## src/design/button_click_classifier_assert.svh

```systemverilog
// Assertion macros for the button click classifier.
// Needs a clock named clock and a synchronous reset named reset in scope.
`ifndef BUTTON_CLICK_CLASSIFIER_ASSERT_SVH
`define BUTTON_CLICK_CLASSIFIER_ASSERT_SVH

// implication checked on every clock edge outside reset
`define BCC_ASSERT_IMPLY(label, cond, prop, msg) \
   label: assert property (@(posedge clock) disable iff (reset) (cond) |-> (prop)) \
      else $error(msg);

// implication checked in the cycle after the condition
`define BCC_ASSERT_NEXT(label, cond, prop, msg) \
   label: assert property (@(posedge clock) disable iff (reset) (cond) |=> (prop)) \
      else $error(msg);

`endif

```

## src/design/bcc_pkg.sv

```systemverilog
// Shared types and constants for the button click classifier.
// No dependencies.
package bcc_pkg;

   localparam int TIMER_W = 16;
   localparam logic [TIMER_W-1:0] TIMER_MAX = '1;

   localparam int CSR_INDEX_W = 2;
   localparam int CSR_DATA_W  = TIMER_W;

   // register indexes
   localparam logic [CSR_INDEX_W-1:0] CSR_DEBOUNCE     = 2'd0;
   localparam logic [CSR_INDEX_W-1:0] CSR_LONG_PRESS   = 2'd1;
   localparam logic [CSR_INDEX_W-1:0] CSR_DOUBLE_CLICK = 2'd2;

   // register reset values
   localparam logic [TIMER_W-1:0] DEBOUNCE_RESET     = 16'd50;
   localparam logic [TIMER_W-1:0] LONG_PRESS_RESET   = 16'd1000;
   localparam logic [TIMER_W-1:0] DOUBLE_CLICK_RESET = 16'd300;

   // event codes
   localparam logic [1:0] EV_NONE   = 2'd0;
   localparam logic [1:0] EV_SINGLE = 2'd1;
   localparam logic [1:0] EV_DOUBLE = 2'd2;
   localparam logic [1:0] EV_LONG   = 2'd3;

   localparam logic LEVEL_PRESSED  = 1'b0;
   localparam logic LEVEL_RELEASED = 1'b1;

   typedef enum logic [2:0] {
      MODE_IDLE    = 3'd0,
      MODE_PRESSED = 3'd1,
      MODE_LONG    = 3'd2,
      MODE_WAIT    = 3'd3
   } mode_type;

   // debounced level changes for one tick
   typedef struct packed {
      logic press_edge;
      logic release_edge;
   } level_change_type;

   function automatic logic [TIMER_W-1:0] sat_inc(input logic [TIMER_W-1:0] v);
      sat_inc = (v == TIMER_MAX) ? TIMER_MAX : v + 1'b1;
   endfunction

endpackage

```

## src/design/bcc_debounce.sv

```systemverilog
// Debouncer: accepts a raw level once it has been stable longer than the limit.
// Depends on bcc_pkg.
module bcc_debounce (
   input  logic                         clock,
   input  logic                         reset,
   input  logic                         step,
   input  logic                         raw_level,
   input  logic [bcc_pkg::TIMER_W-1:0]  debounce_ticks,
   output bcc_pkg::level_change_type    change,
   output logic                         level_next
);
   import bcc_pkg::*;

   logic               previous_raw_ff, previous_raw_in;
   logic [TIMER_W-1:0] settle_count_ff, settle_count_in;
   logic               level_ff;

   always_comb begin
      if (raw_level != previous_raw_ff) begin
         settle_count_in = '0;
      end else begin
         settle_count_in = sat_inc(settle_count_ff);
      end
      previous_raw_in = raw_level;

      change.press_edge   = 1'b0;
      change.release_edge = 1'b0;
      level_next          = level_ff;
      if ((settle_count_in > debounce_ticks) && (raw_level != level_ff)) begin
         level_next = raw_level;
         if (raw_level == LEVEL_PRESSED) begin
            change.press_edge = 1'b1;
         end else begin
            change.release_edge = 1'b1;
         end
      end
   end

   always_ff @(posedge clock) begin
      if (reset) begin
         previous_raw_ff <= LEVEL_RELEASED;
         settle_count_ff <= '0;
         level_ff        <= LEVEL_RELEASED;
      end else if (step) begin
         previous_raw_ff <= previous_raw_in;
         settle_count_ff <= settle_count_in;
         level_ff        <= level_next;
      end
   end

endmodule

```

## src/design/bcc_fsm.sv

```systemverilog
// Click classifier state machine: hold and gap timers, click tally, events.
// Depends on bcc_pkg.
module bcc_fsm (
   input  logic                         clock,
   input  logic                         reset,
   input  logic                         step,
   input  bcc_pkg::level_change_type    change,
   input  logic [bcc_pkg::TIMER_W-1:0]  long_press_ticks,
   input  logic [bcc_pkg::TIMER_W-1:0]  double_click_ticks,
   output logic [1:0]                   event_code
);
   import bcc_pkg::*;

   mode_type           mode_ff, mode_in, mode_edge;
   logic [TIMER_W-1:0] hold_ff, hold_in;
   logic [TIMER_W-1:0] gap_ff, gap_in;
   logic [1:0]         tally_ff, tally_in, tally_edge;
   logic               long_hit, gap_hit;

   // edge handling, then timeout checks on the updated mode
   always_comb begin
      mode_edge  = mode_ff;
      hold_in    = hold_ff;
      gap_in     = gap_ff;
      tally_edge = tally_ff;
      unique case (mode_ff)
         MODE_PRESSED, MODE_LONG, MODE_WAIT: mode_edge = mode_ff;
         default:                            mode_edge = MODE_IDLE;
      endcase
      if (change.press_edge) begin
         mode_edge = MODE_PRESSED;
         hold_in   = '0;
      end else if (change.release_edge) begin
         if (mode_edge == MODE_PRESSED) begin
            if (tally_ff != 2'd3) begin
               tally_edge = tally_ff + 2'd1;
            end
            mode_edge = MODE_WAIT;
            gap_in    = '0;
         end else if (mode_edge == MODE_LONG) begin
            mode_edge = MODE_IDLE;
         end
      end else if (mode_edge == MODE_PRESSED) begin
         hold_in = sat_inc(hold_ff);
      end else if (mode_edge == MODE_WAIT) begin
         gap_in = sat_inc(gap_ff);
      end

      long_hit = (mode_edge == MODE_PRESSED) && (hold_in >= long_press_ticks);
      gap_hit  = (mode_edge == MODE_WAIT) && (gap_in >= double_click_ticks);

      mode_in  = mode_edge;
      tally_in = tally_edge;
      if (long_hit) begin
         mode_in  = MODE_LONG;
         tally_in = 2'd0;
      end else if (gap_hit) begin
         mode_in  = MODE_IDLE;
         tally_in = 2'd0;
      end
   end

   always_comb begin
      event_code = EV_NONE;
      if (long_hit) begin
         event_code = EV_LONG;
      end else if (gap_hit) begin
         case (tally_edge)
            2'd1:    event_code = EV_SINGLE;
            2'd2:    event_code = EV_DOUBLE;
            default: event_code = EV_NONE;
         endcase
      end
   end

   always_ff @(posedge clock) begin
      if (reset) begin
         mode_ff  <= MODE_IDLE;
         hold_ff  <= '0;
         gap_ff   <= '0;
         tally_ff <= 2'd0;
      end else if (step) begin
         mode_ff  <= mode_in;
         hold_ff  <= hold_in;
         gap_ff   <= gap_in;
         tally_ff <= tally_in;
      end
   end

endmodule

```

## src/design/button_click_classifier.sv

```systemverilog
// Button click classifier. Each request is one time tick carrying the raw
// active-low pin level. The level is debounced (accepted once unchanged for
// more than debounce_ticks ticks) and a state machine turns the debounced
// level into single click, double click and long press events. Every request
// produces exactly one response: the event code for that tick and whether the
// button is held after it. Throughput is one request per clock while rsp_stall
// is low; the response appears in the output register in the cycle after
// acceptance: the debounce and state update is combinational logic feeding it.
// A request is taken while a response is still waiting as long as that
// response is being taken in the same cycle. Registers (csr_index): 0 debounce
// ticks, 1 long press ticks, 2 double click window; other indexes are ignored.
// Depends on bcc_pkg, bcc_debounce, bcc_fsm and the assertion macro header.
`include "button_click_classifier_assert.svh"

module button_click_classifier (
   input  logic                            clock,
   input  logic                            reset,
   // request channel
   input  logic                            req_valid,
   output logic                            req_stall,
   input  logic                            req_raw_level,
   // response channel
   output logic                            rsp_valid,
   input  logic                            rsp_stall,
   output logic [1:0]                      rsp_event_code,
   output logic                            rsp_is_held,
   // configuration writes
   input  logic                            csr_write_enable,
   input  logic [bcc_pkg::CSR_INDEX_W-1:0] csr_index,
   input  logic [bcc_pkg::CSR_DATA_W-1:0]  csr_write_data
);
   import bcc_pkg::*;

   logic [TIMER_W-1:0] debounce_ff, long_press_ff, double_click_ff;

   logic               step;
   level_change_type   change;
   logic               level_next;
   logic [1:0]         event_code;

   logic               rsp_valid_ff, rsp_valid_in;
   logic [1:0]         rsp_event_ff;
   logic               rsp_held_ff;

   // output register is free when empty or being drained this cycle
   assign req_stall = rsp_valid_ff && rsp_stall;
   assign step      = req_valid && !req_stall;

   always_ff @(posedge clock) begin
      if (reset) begin
         debounce_ff     <= DEBOUNCE_RESET;
         long_press_ff   <= LONG_PRESS_RESET;
         double_click_ff <= DOUBLE_CLICK_RESET;
      end else if (csr_write_enable) begin
         unique case (csr_index)
            CSR_DEBOUNCE:     debounce_ff     <= csr_write_data;
            CSR_LONG_PRESS:   long_press_ff   <= csr_write_data;
            CSR_DOUBLE_CLICK: double_click_ff <= csr_write_data;
            default:          ;
         endcase
      end
   end

   bcc_debounce u_debounce (
      .clock          (clock),
      .reset          (reset),
      .step           (step),
      .raw_level      (req_raw_level),
      .debounce_ticks (debounce_ff),
      .change         (change),
      .level_next     (level_next)
   );

   bcc_fsm u_fsm (
      .clock              (clock),
      .reset              (reset),
      .step               (step),
      .change             (change),
      .long_press_ticks   (long_press_ff),
      .double_click_ticks (double_click_ff),
      .event_code         (event_code)
   );

   // response register
   always_comb begin
      rsp_valid_in = rsp_valid_ff;
      if (step) begin
         rsp_valid_in = 1'b1;
      end else if (!rsp_stall) begin
         rsp_valid_in = 1'b0;
      end
   end

   always_ff @(posedge clock) begin
      if (reset) begin
         rsp_valid_ff <= 1'b0;
      end else begin
         rsp_valid_ff <= rsp_valid_in;
      end
   end

   always_ff @(posedge clock) begin
      if (step) begin
         rsp_event_ff <= event_code;
         rsp_held_ff  <= (level_next == LEVEL_PRESSED);
      end
   end

   assign rsp_valid      = rsp_valid_ff;
   assign rsp_event_code = rsp_event_ff;
   assign rsp_is_held    = rsp_held_ff;

   // a long press is only reported while the button is down
   `BCC_ASSERT_IMPLY(a_long_held, rsp_valid && (rsp_event_code == EV_LONG), rsp_is_held,
                     "long press reported while released")
   // clicks are only reported once the button is up
   `BCC_ASSERT_IMPLY(a_click_released,
                     rsp_valid && ((rsp_event_code == EV_SINGLE) ||
                                   (rsp_event_code == EV_DOUBLE)),
                     !rsp_is_held, "click reported while held")
   // every accepted request shows up as a response in the next cycle
   `BCC_ASSERT_NEXT(a_req_to_rsp, req_valid && !req_stall, rsp_valid,
                    "accepted request produced no response")

endmodule
```

## config.mk

```make
export PLATFORM = sky130hd
export DESIGN_NAME = button_click_classifier
export DESIGN_NICKNAME = d
export VERILOG_FILES = /design/src/design/bcc_pkg.sv /design/src/design/bcc_debounce.sv /design/src/design/bcc_fsm.sv /design/src/design/button_click_classifier.sv
export VERILOG_INCLUDE_DIRS = /design/src /design/src/design
export SDC_FILE = /design/constraint.sdc
export NUM_CORES = 1
export LEC_CHECK = 0
export BUFFER_PORTS_ARGS = -buffer_cell sky130_fd_sc_hd__buf_4
export CAP_MARGIN = 20
export CORE_ASPECT_RATIO = 1.1
export CORE_MARGIN = 10
export CORE_UTILIZATION = 35
export CTS_CLUSTER_DIAMETER = 200
export DETAILED_ROUTE_END_ITERATION = 6
export PLACE_DENSITY_LB_ADDON = 0.08
export SYNTH_ARGS = -nofsm -noshare
export SYNTH_HDL_FRONTEND = slang
export SYNTH_SLANG_ARGS = --single-unit
```

## constraint.sdc

```tcl
create_clock -name clock -period 4.87 [get_ports clock]
set_input_delay 0.487 -clock clock [delete_from_list [all_inputs] [get_ports clock]]
set_output_delay 0.487 -clock clock [all_outputs]
set_load 0.03 [all_outputs]
```

==> impl_metrics.json, run 1 <==
{
  "status": "complete, but fails checks",
  "failed_checks": "negative setup slack",
  "yosysMostFrequentCell": "nand2_1",
  "holdPathStages": 2,
  "coreArea_um2": 19700,
  "ys_seq_area_share_pct": 31.0,
  "synthAdderAreaFrac_pct": 9.11,
  "start_util_pct": 35.5,
  "max_freq_ghz": 0.195,
  "drive_above_1_share_pct": 29.2,
  "grt_max_degree": 50,
  "syn_nets": 1003,
  "tritoncts": "done",
  "stdcell_count": 1329,
  "yosys.area_share.simple_pct": 24.1,
  "port_buffers": 28,
  "maxSlewHeadroom_pct": 51.0,
  "cts-root-buf": "clkbuf_16",
  "critPathArrivalTime_ps": 5380,
  "cts.clk_slew.worst_paths_ps": 80,
  "reg2reg_slack_ps": -250,
  "grt_pass1_wl_um": 37300,
  "clock_skew_ps": 12.5,
  "dp_hpwl_um": 16800,
  "placementRows": 54,
  "synthDominantCellAreaShare_pct": 29.7,
  "wl_um": 23200,
  "cts-htree-levels": 3,
  "finalHoldViolations": 0,
  "pin_count": 29,
  "netlist_top_cells_area": "dfxtp_1, nand2_1, ha_1",
  "grt_overflow": 0,
  "synth_xor_xnor_area_share_pct": 1.63,
  "reg2reg_depth": 23,
  "numCtsBuffers": 9,
  "vias": 7151,
  "synth.distinct_cells": 79,
  "firstDrtPassIters": 5,
  "timing.final.crit_share_pct": 105,
  "layout_setup_ws_ps": -255,
  "worstSetupStartpointType": "flop",
  "async_reset_ff_share_pct": 0,
  "powerDensity_nw_per_um2": 203,
  "vdd_drop_max_v": 0.000175,
  "post_synth.cell_area_avg_um2": 7.54,
  "synth_compound_area_share_pct": 27.3,
  "synth-edff-count": 3,
  "netlist_area_um2": 7000,
  "insertion_delay_ps": 360,
  "drv_cap": 0,
  "criticalPathCategory": "reg -> reg",
  "p_leak_nw": 3.85,
  "final_nets": 1147,
  "r2r_start": "u_debounce.settle_count_ff[2]",
  "final_area_um2": 9410,
  "synth_mux_area_share_pct": 0.286,
  "dieWidth_um": 155,
  "min_from": "req_valid",
  "ys.flop_type": "dfxtp_1",
  "clk_path_buf_depth": 2,
  "crit_required_ps": 5130,
  "antenna_found_initial": 0,
  "rsz0062_at_grt": "true",
  "synth-seq-cells": 107,
  "final_antenna_net_count": 0,
  "die-area_um2": 26100,
  "timing.rr.end": "u_fsm.tally_ff[1]",
  "globalRouteTotalUtil_pct": 17.5,
  "grt_pass1_vias": 6767,
  "yosysWarnings": 0,
  "report.final.slew_viol_count": 0,
  "tightest_slew_ps": 729,
  "drt-vias-per-instance": 5.38,
  "post-route-drc-count": 0,
  "end_kind": "flop",
  "globalplace.congestion": 0.824,
  "area_growth_syn_to_layout_pct": 34.3,
  "synth_common_cells": "nand2_1, a21oi_1, dfxtp_1",
  "post-route-min-period_ps": 5120,
  "diodes": 0,
  "netlist_instances": 928,
  "dpl.cell_count": 1280,
  "yosysTopAreaCell": "dfxtp_1",
  "wl_per_cell_um": 17.5,
  "final-setup-viol-count": 6,
  "hold_end": "rsp_valid",
  "synth_top_family_by_area": "compound AO/OA/AOI/OAI gates",
  "drt-initial-drc-count": 503,
  "cts.sinks": 107,
  "place_area_um2": 8310,
  "die_h_um": 168,
  "fin_util_pct": 47.7,
  "cp_max_fo": 6,
  "min_path_type": "in -> reg",
  "fin_total_pwr_mw": 1.91
}
[layer usage]
metal / vias to the layer above / track usage [%] / wire [um]
met5: - / 0 / 0
met4: 0 / 3.95 / 264
met3: 17 / 2.42 / 800
met2: 94 / 27.3 / 10400
met1: 3395 / 24.9 / 11700
li1: 3645 / - / -
[cells in the final DEF, fill, tap and decap left out, types with 11 or more instances in the layout]
master	n
nand3_1	26
inv_1	65
dfxtp_1	97
a21oi_1	96
ha_1	45
nand2_1	191
nor2_1	32
a211oi_1	11
a21o_1	12
a21oi_2	13
nand4_1	18
buf_6	14
buf_4	167
o211ai_1	18
o21ai_0	16
[logic make-up (layout without fill, tap and decap cells)]
| kind of cell | Yosys count | after routing |
|---|---|---|
| simple gates | 355 | 355 |
| compound gates | 283 | 284 |
| buf+inv | 117 | 265 |
| flops | 107 | 107 |
| fa+ha+maj | 51 | 51 |
| xor+xnor | 13 | 13 |
| mux | 2 | 2 |
[power breakdown]
| part | leakage, nW | internal (mW) | switching [mW] | total [mW] |
|---|---|---|---|---|
| sequential | 0.877 | 0.898 | 0.0119 | 0.910 |
| combinational | 2.82 | 0.0743 | 0.133 | 0.207 |
| clock | 0.154 | 0.410 | 0.382 | 0.792 |
[registers in the layout, summed over array words and instances (netlist names)]
register / cells
u_fsm.gap_ff: 16
double_click_ff: 16
u_debounce.settle_count_ff: 16
rsp_is_held: 1
long_press_ff: 16
rsp_event_code: 2
u_fsm.hold_ff: 16
u_fsm.mode_ff: 3
u_debounce.level_ff: 1
u_debounce.previous_raw_ff: 1
rsp_valid: 1
u_fsm.tally_ff: 2
debounce_ff: 16
[worst max-delay path by stage]
| stage | startpoint | endpoint | slack, ps | depth (start not counted) |
|---|---|---|---|---|
| after floorplan | u_debounce.settle_count_ff[0] | u_fsm.tally_ff[1] | 30 | 22 |
| after global placement | u_debounce.settle_count_ff[0] | rsp_event_code[1] | -580 | 22 |
| after detailed placement | u_debounce.settle_count_ff[0] | rsp_event_code[1] | -610 | 21 |
| after CTS | u_debounce.settle_count_ff[0] | u_fsm.tally_ff[1] | -190 | 24 |
| after global routing | u_debounce.settle_count_ff[0] | u_fsm.tally_ff[1] | -490 | 24 |
| final | u_debounce.settle_count_ff[2] | u_fsm.tally_ff[1] | -250 | 23 |
[metrics by stage]
stage / setup WS (ps) / TNS (ps) / hold slack (ps)
after CTS: -186 / -837 / 351
final: -255 / -1260 / 354
after floorplan: 26.7 / 0 / 436
after detailed placement: -614 / -3450 / 448
after global placement: -584 / -3310 / 443
after global routing: -488 / -2620 / 376
[cell type report]
class | count | area [um2]
clock inverters | 7 | 83.8
inverters | 65 | 244
multi-input cells | 705 | 4890
well taps | 252 | 315
repair buffers | 184 | 1470
fillers | 2019 | 10300
flip-flops and latches | 107 | 2180
clock buffers | 9 | 225
[critical path, cell delays in order, from the launching register on]
cell and delay (ps):
dfxtp_1 430, and4_4 250, and3_4 220, nand4_1 140, nor3_2 260, a211oi_4 80
ha_4 300, nand4_4 130, or4_4 610, nor2_4 180, buf_6 130, a311oi_4 50
nor2_4 210, buf_6 120, a21oi_2 40, a311oi_2 330, ha_1 310, a21oi_1 140
o21ai_1 80, a221oi_2 300, o21ai_2 130, nand4b_1 110, o211ai_1 140, a221oi_1 310
[what timing repair did]
item	CTS	global route
gates cloned	1	0
endpoints found under the setup margin	6	6
pin swaps	52	32
buffers inserted	13	18
hold buffers	0	0
gates resized for setup	96	34
No activity file was read; power rests on OpenSTA's default activity.
==> run 2, diff against run 1 <==
- CTS_BUF_LIST: unset -> sky130_fd_sc_hd__clkbuf_16
- GPL_TIMING_DRIVEN: unset -> 0
- MAX_ROUTING_LAYER: unset -> met4
==> run 2 against run 1 <==
  * The run still ends with negative setup slack left
  * Clock power about the same
  * Die area unchanged
  * Core utilization down 1.6 points
  * Maximum frequency down 1.8%
  * Clock skew down 2.5 ps
  * Hold slack worse by 15 ps
  * First-iteration DRC count up 2.2%
==> impl_metrics.json, run 2 (same netlist as run 1, synthesis figures left out) <==
{
  "numCtsBuffers": 9,
  "grt_overflow": 0,
  "cts.sinks": 107,
  "firstDrtPassIters": 5,
  "final_area_um2": 9090,
  "reg2reg_slack_ps": -350,
  "pre_cts_slack_ps": -1710,
  "drive_above_1_share_pct": 23.0,
  "die_h_um": 168,
  "cts.clk_slew.worst_paths_ps": 80,
  "vias": 7125,
  "fillers": 2023,
  "critPathArrivalTime_ps": 5490,
  "grt_pass1_vias": 6715,
  "drt-initial-drc-count": 514,
  "powerDensity_nw_per_um2": 211,
  "failed_checks": "negative setup slack",
  "place_area_um2": 7560,
  "post-route-drc-count": 0,
  "diodes": 0,
  "die-area_um2": 26100,
  "holdWs_ps": 339,
  "post-route-min-period_ps": 5220,
  "area_growth_syn_to_layout_pct": 29.8,
  "cp_max_fo": 6,
  "rsz0062_at_grt": "true",
  "fin_total_pwr_mw": 1.92,
  "final_antenna_net_count": 0,
  "min_path_type": "in -> reg",
  "final_cell_mix": "nand2_1, dfxtp_1, a21oi_1",
  "pin_count": 29,
  "final-setup-viol-count": 6,
  "insertion_delay_ps": 360,
  "report.final.slew_viol_count": 0,
  "crit_required_ps": 5140,
  "globalplace.congestion": 0.858,
  "worstSetupStartpointType": "flop",
  "vdd_drop_max_v": 0.000205,
  "placementRows": 54,
  "finalHoldViolations": 0,
  "wl_um": 24800,
  "criticalPathCategory": "reg -> reg",
  "start_util_pct": 35.5,
  "globalRouteTotalUtil_pct": 19.1,
  "max_freq_ghz": 0.192,
  "tightest_slew_ps": 1080,
  "final_nets": 1094,
  "layout_setup_ws_ps": -350,
  "timing.final.crit_share_pct": 107,
  "grt_max_degree": 20,
  "tritoncts": "done",
  "hold_buffers": 0,
  "cts-root-buf": "clkbuf_16",
  "multi_input_area_um2": 5130,
  "clock_skew_ps": 9.95,
  "layout_commonest_cell": "nand2_1",
  "antenna_found_initial": 0,
  "port_buffers": 27,
  "drt-vias-per-instance": 5.58,
  "drv_cap": 0,
  "fin_util_pct": 46.1,
  "register_area_um2": 2190,
  "grt_pass1_wl_um": 38600,
  "coreArea_um2": 19700,
  "maxSlewHeadroom_pct": 27.6,
  "dieWidth_um": 155,
  "wl_per_cell_um": 19.5,
  "clk_path_buf_depth": 2,
  "status": "complete, but fails checks",
  "p_leak_nw": 3.46,
  "end_kind": "flop",
  "cts-htree-levels": 3,
  "dp_hpwl_um": 17800
}
==> run 2: changes by cell type in the layout (fill, tap and decap cells not counted), sizes merged <==
cell and change:
buf -93, inv +1, o31a -1, clkinv -1
clkbuf +39, nand2 +1, bufbuf +1
==> run 2: layout make-up <==
| cell class | count | area share, % |
|---|---|---|
| clock buffers | 9 | 2.48 |
| plain buffers | 51 | 2.77 |
| repair buffers | 80 | 7.23 |
| flip-flops and latches | 107 | 24.1 |
| clock inverters | 7 | 0.895 |
| multi-input cells | 705 | 56.4 |
| inverters | 65 | 2.68 |
| well taps | 252 | 3.47 |
==> run 2: repair_timing <==
| action | 4_1_cts | 5_1_grt |
|---|---|---|
| resized for setup | 123 | 40 |
| endpoints found under the hold margin | 0 | 0 |
| buffers inserted | 42 | 13 |
| pin swaps | 58 | 30 |
| endpoints found under the setup margin | 6 | 7 |
| gates cloned | 1 | 1 |
==> run 2: through the flow <==
stage | std cells | TNS (ps)
3_5_place_dp | 1207 | -9610
2_1_floorplan | 928 | 0
6_report | 1276 | -1920
5_1_grt | 1276 | -3450
4_1_cts | 1265 | -1810
3_3_place_gp | 1207 | -10030
==> run 2: report_power, final <==
group,internal (mW),switching [mW]
Sequential,0.897,0.0106
Combinational,0.0662,0.148
Clock,0.410,0.385
==> run 2: routing by layer <==
metal  share of wire, %  track usage [%]  wire length, um  up-vias
met4                1.5             4.85              375        0
met3                4.5             2.12             1120       26
li1                   -                -                -     3531
met2                 45             28.7            11100      189
met1                 49             26.7            12200     3379
met5                  0                -                0        -
==> run 2: worst paths after layout <==
path,start,end,cells past startpoint
worst max register to register,u_debounce.settle_count_ff[1],u_fsm.tally_ff[1],23
worst min-delay path,req_valid,rsp_valid,2
worst max-delay path,u_debounce.settle_count_ff[1],u_fsm.tally_ff[1],23
worst min register to register,debounce_ff[12],debounce_ff[12],2
==> run 2: worst max-delay path, stage by stage, from the launching register on <==
cell and delay [ps]:
dfxtp_2 360, buf_4 120, and4_1 240, and3_4 250, nand4_1 160, a211oi_2 400, ha_4 210, nand4_4 180
buf_6 170, nor4_4 230, o21ai_4 160, a31o_4 290, o21ai_4 300, nor2_4 130, a311oi_4 390, ha_1 310
nand4_1 110, o21bai_1 100, a211oi_2 260, o21ai_2 120, o2111ai_2 130, o211ai_1 120, buf_4 170, a221oi_2 230
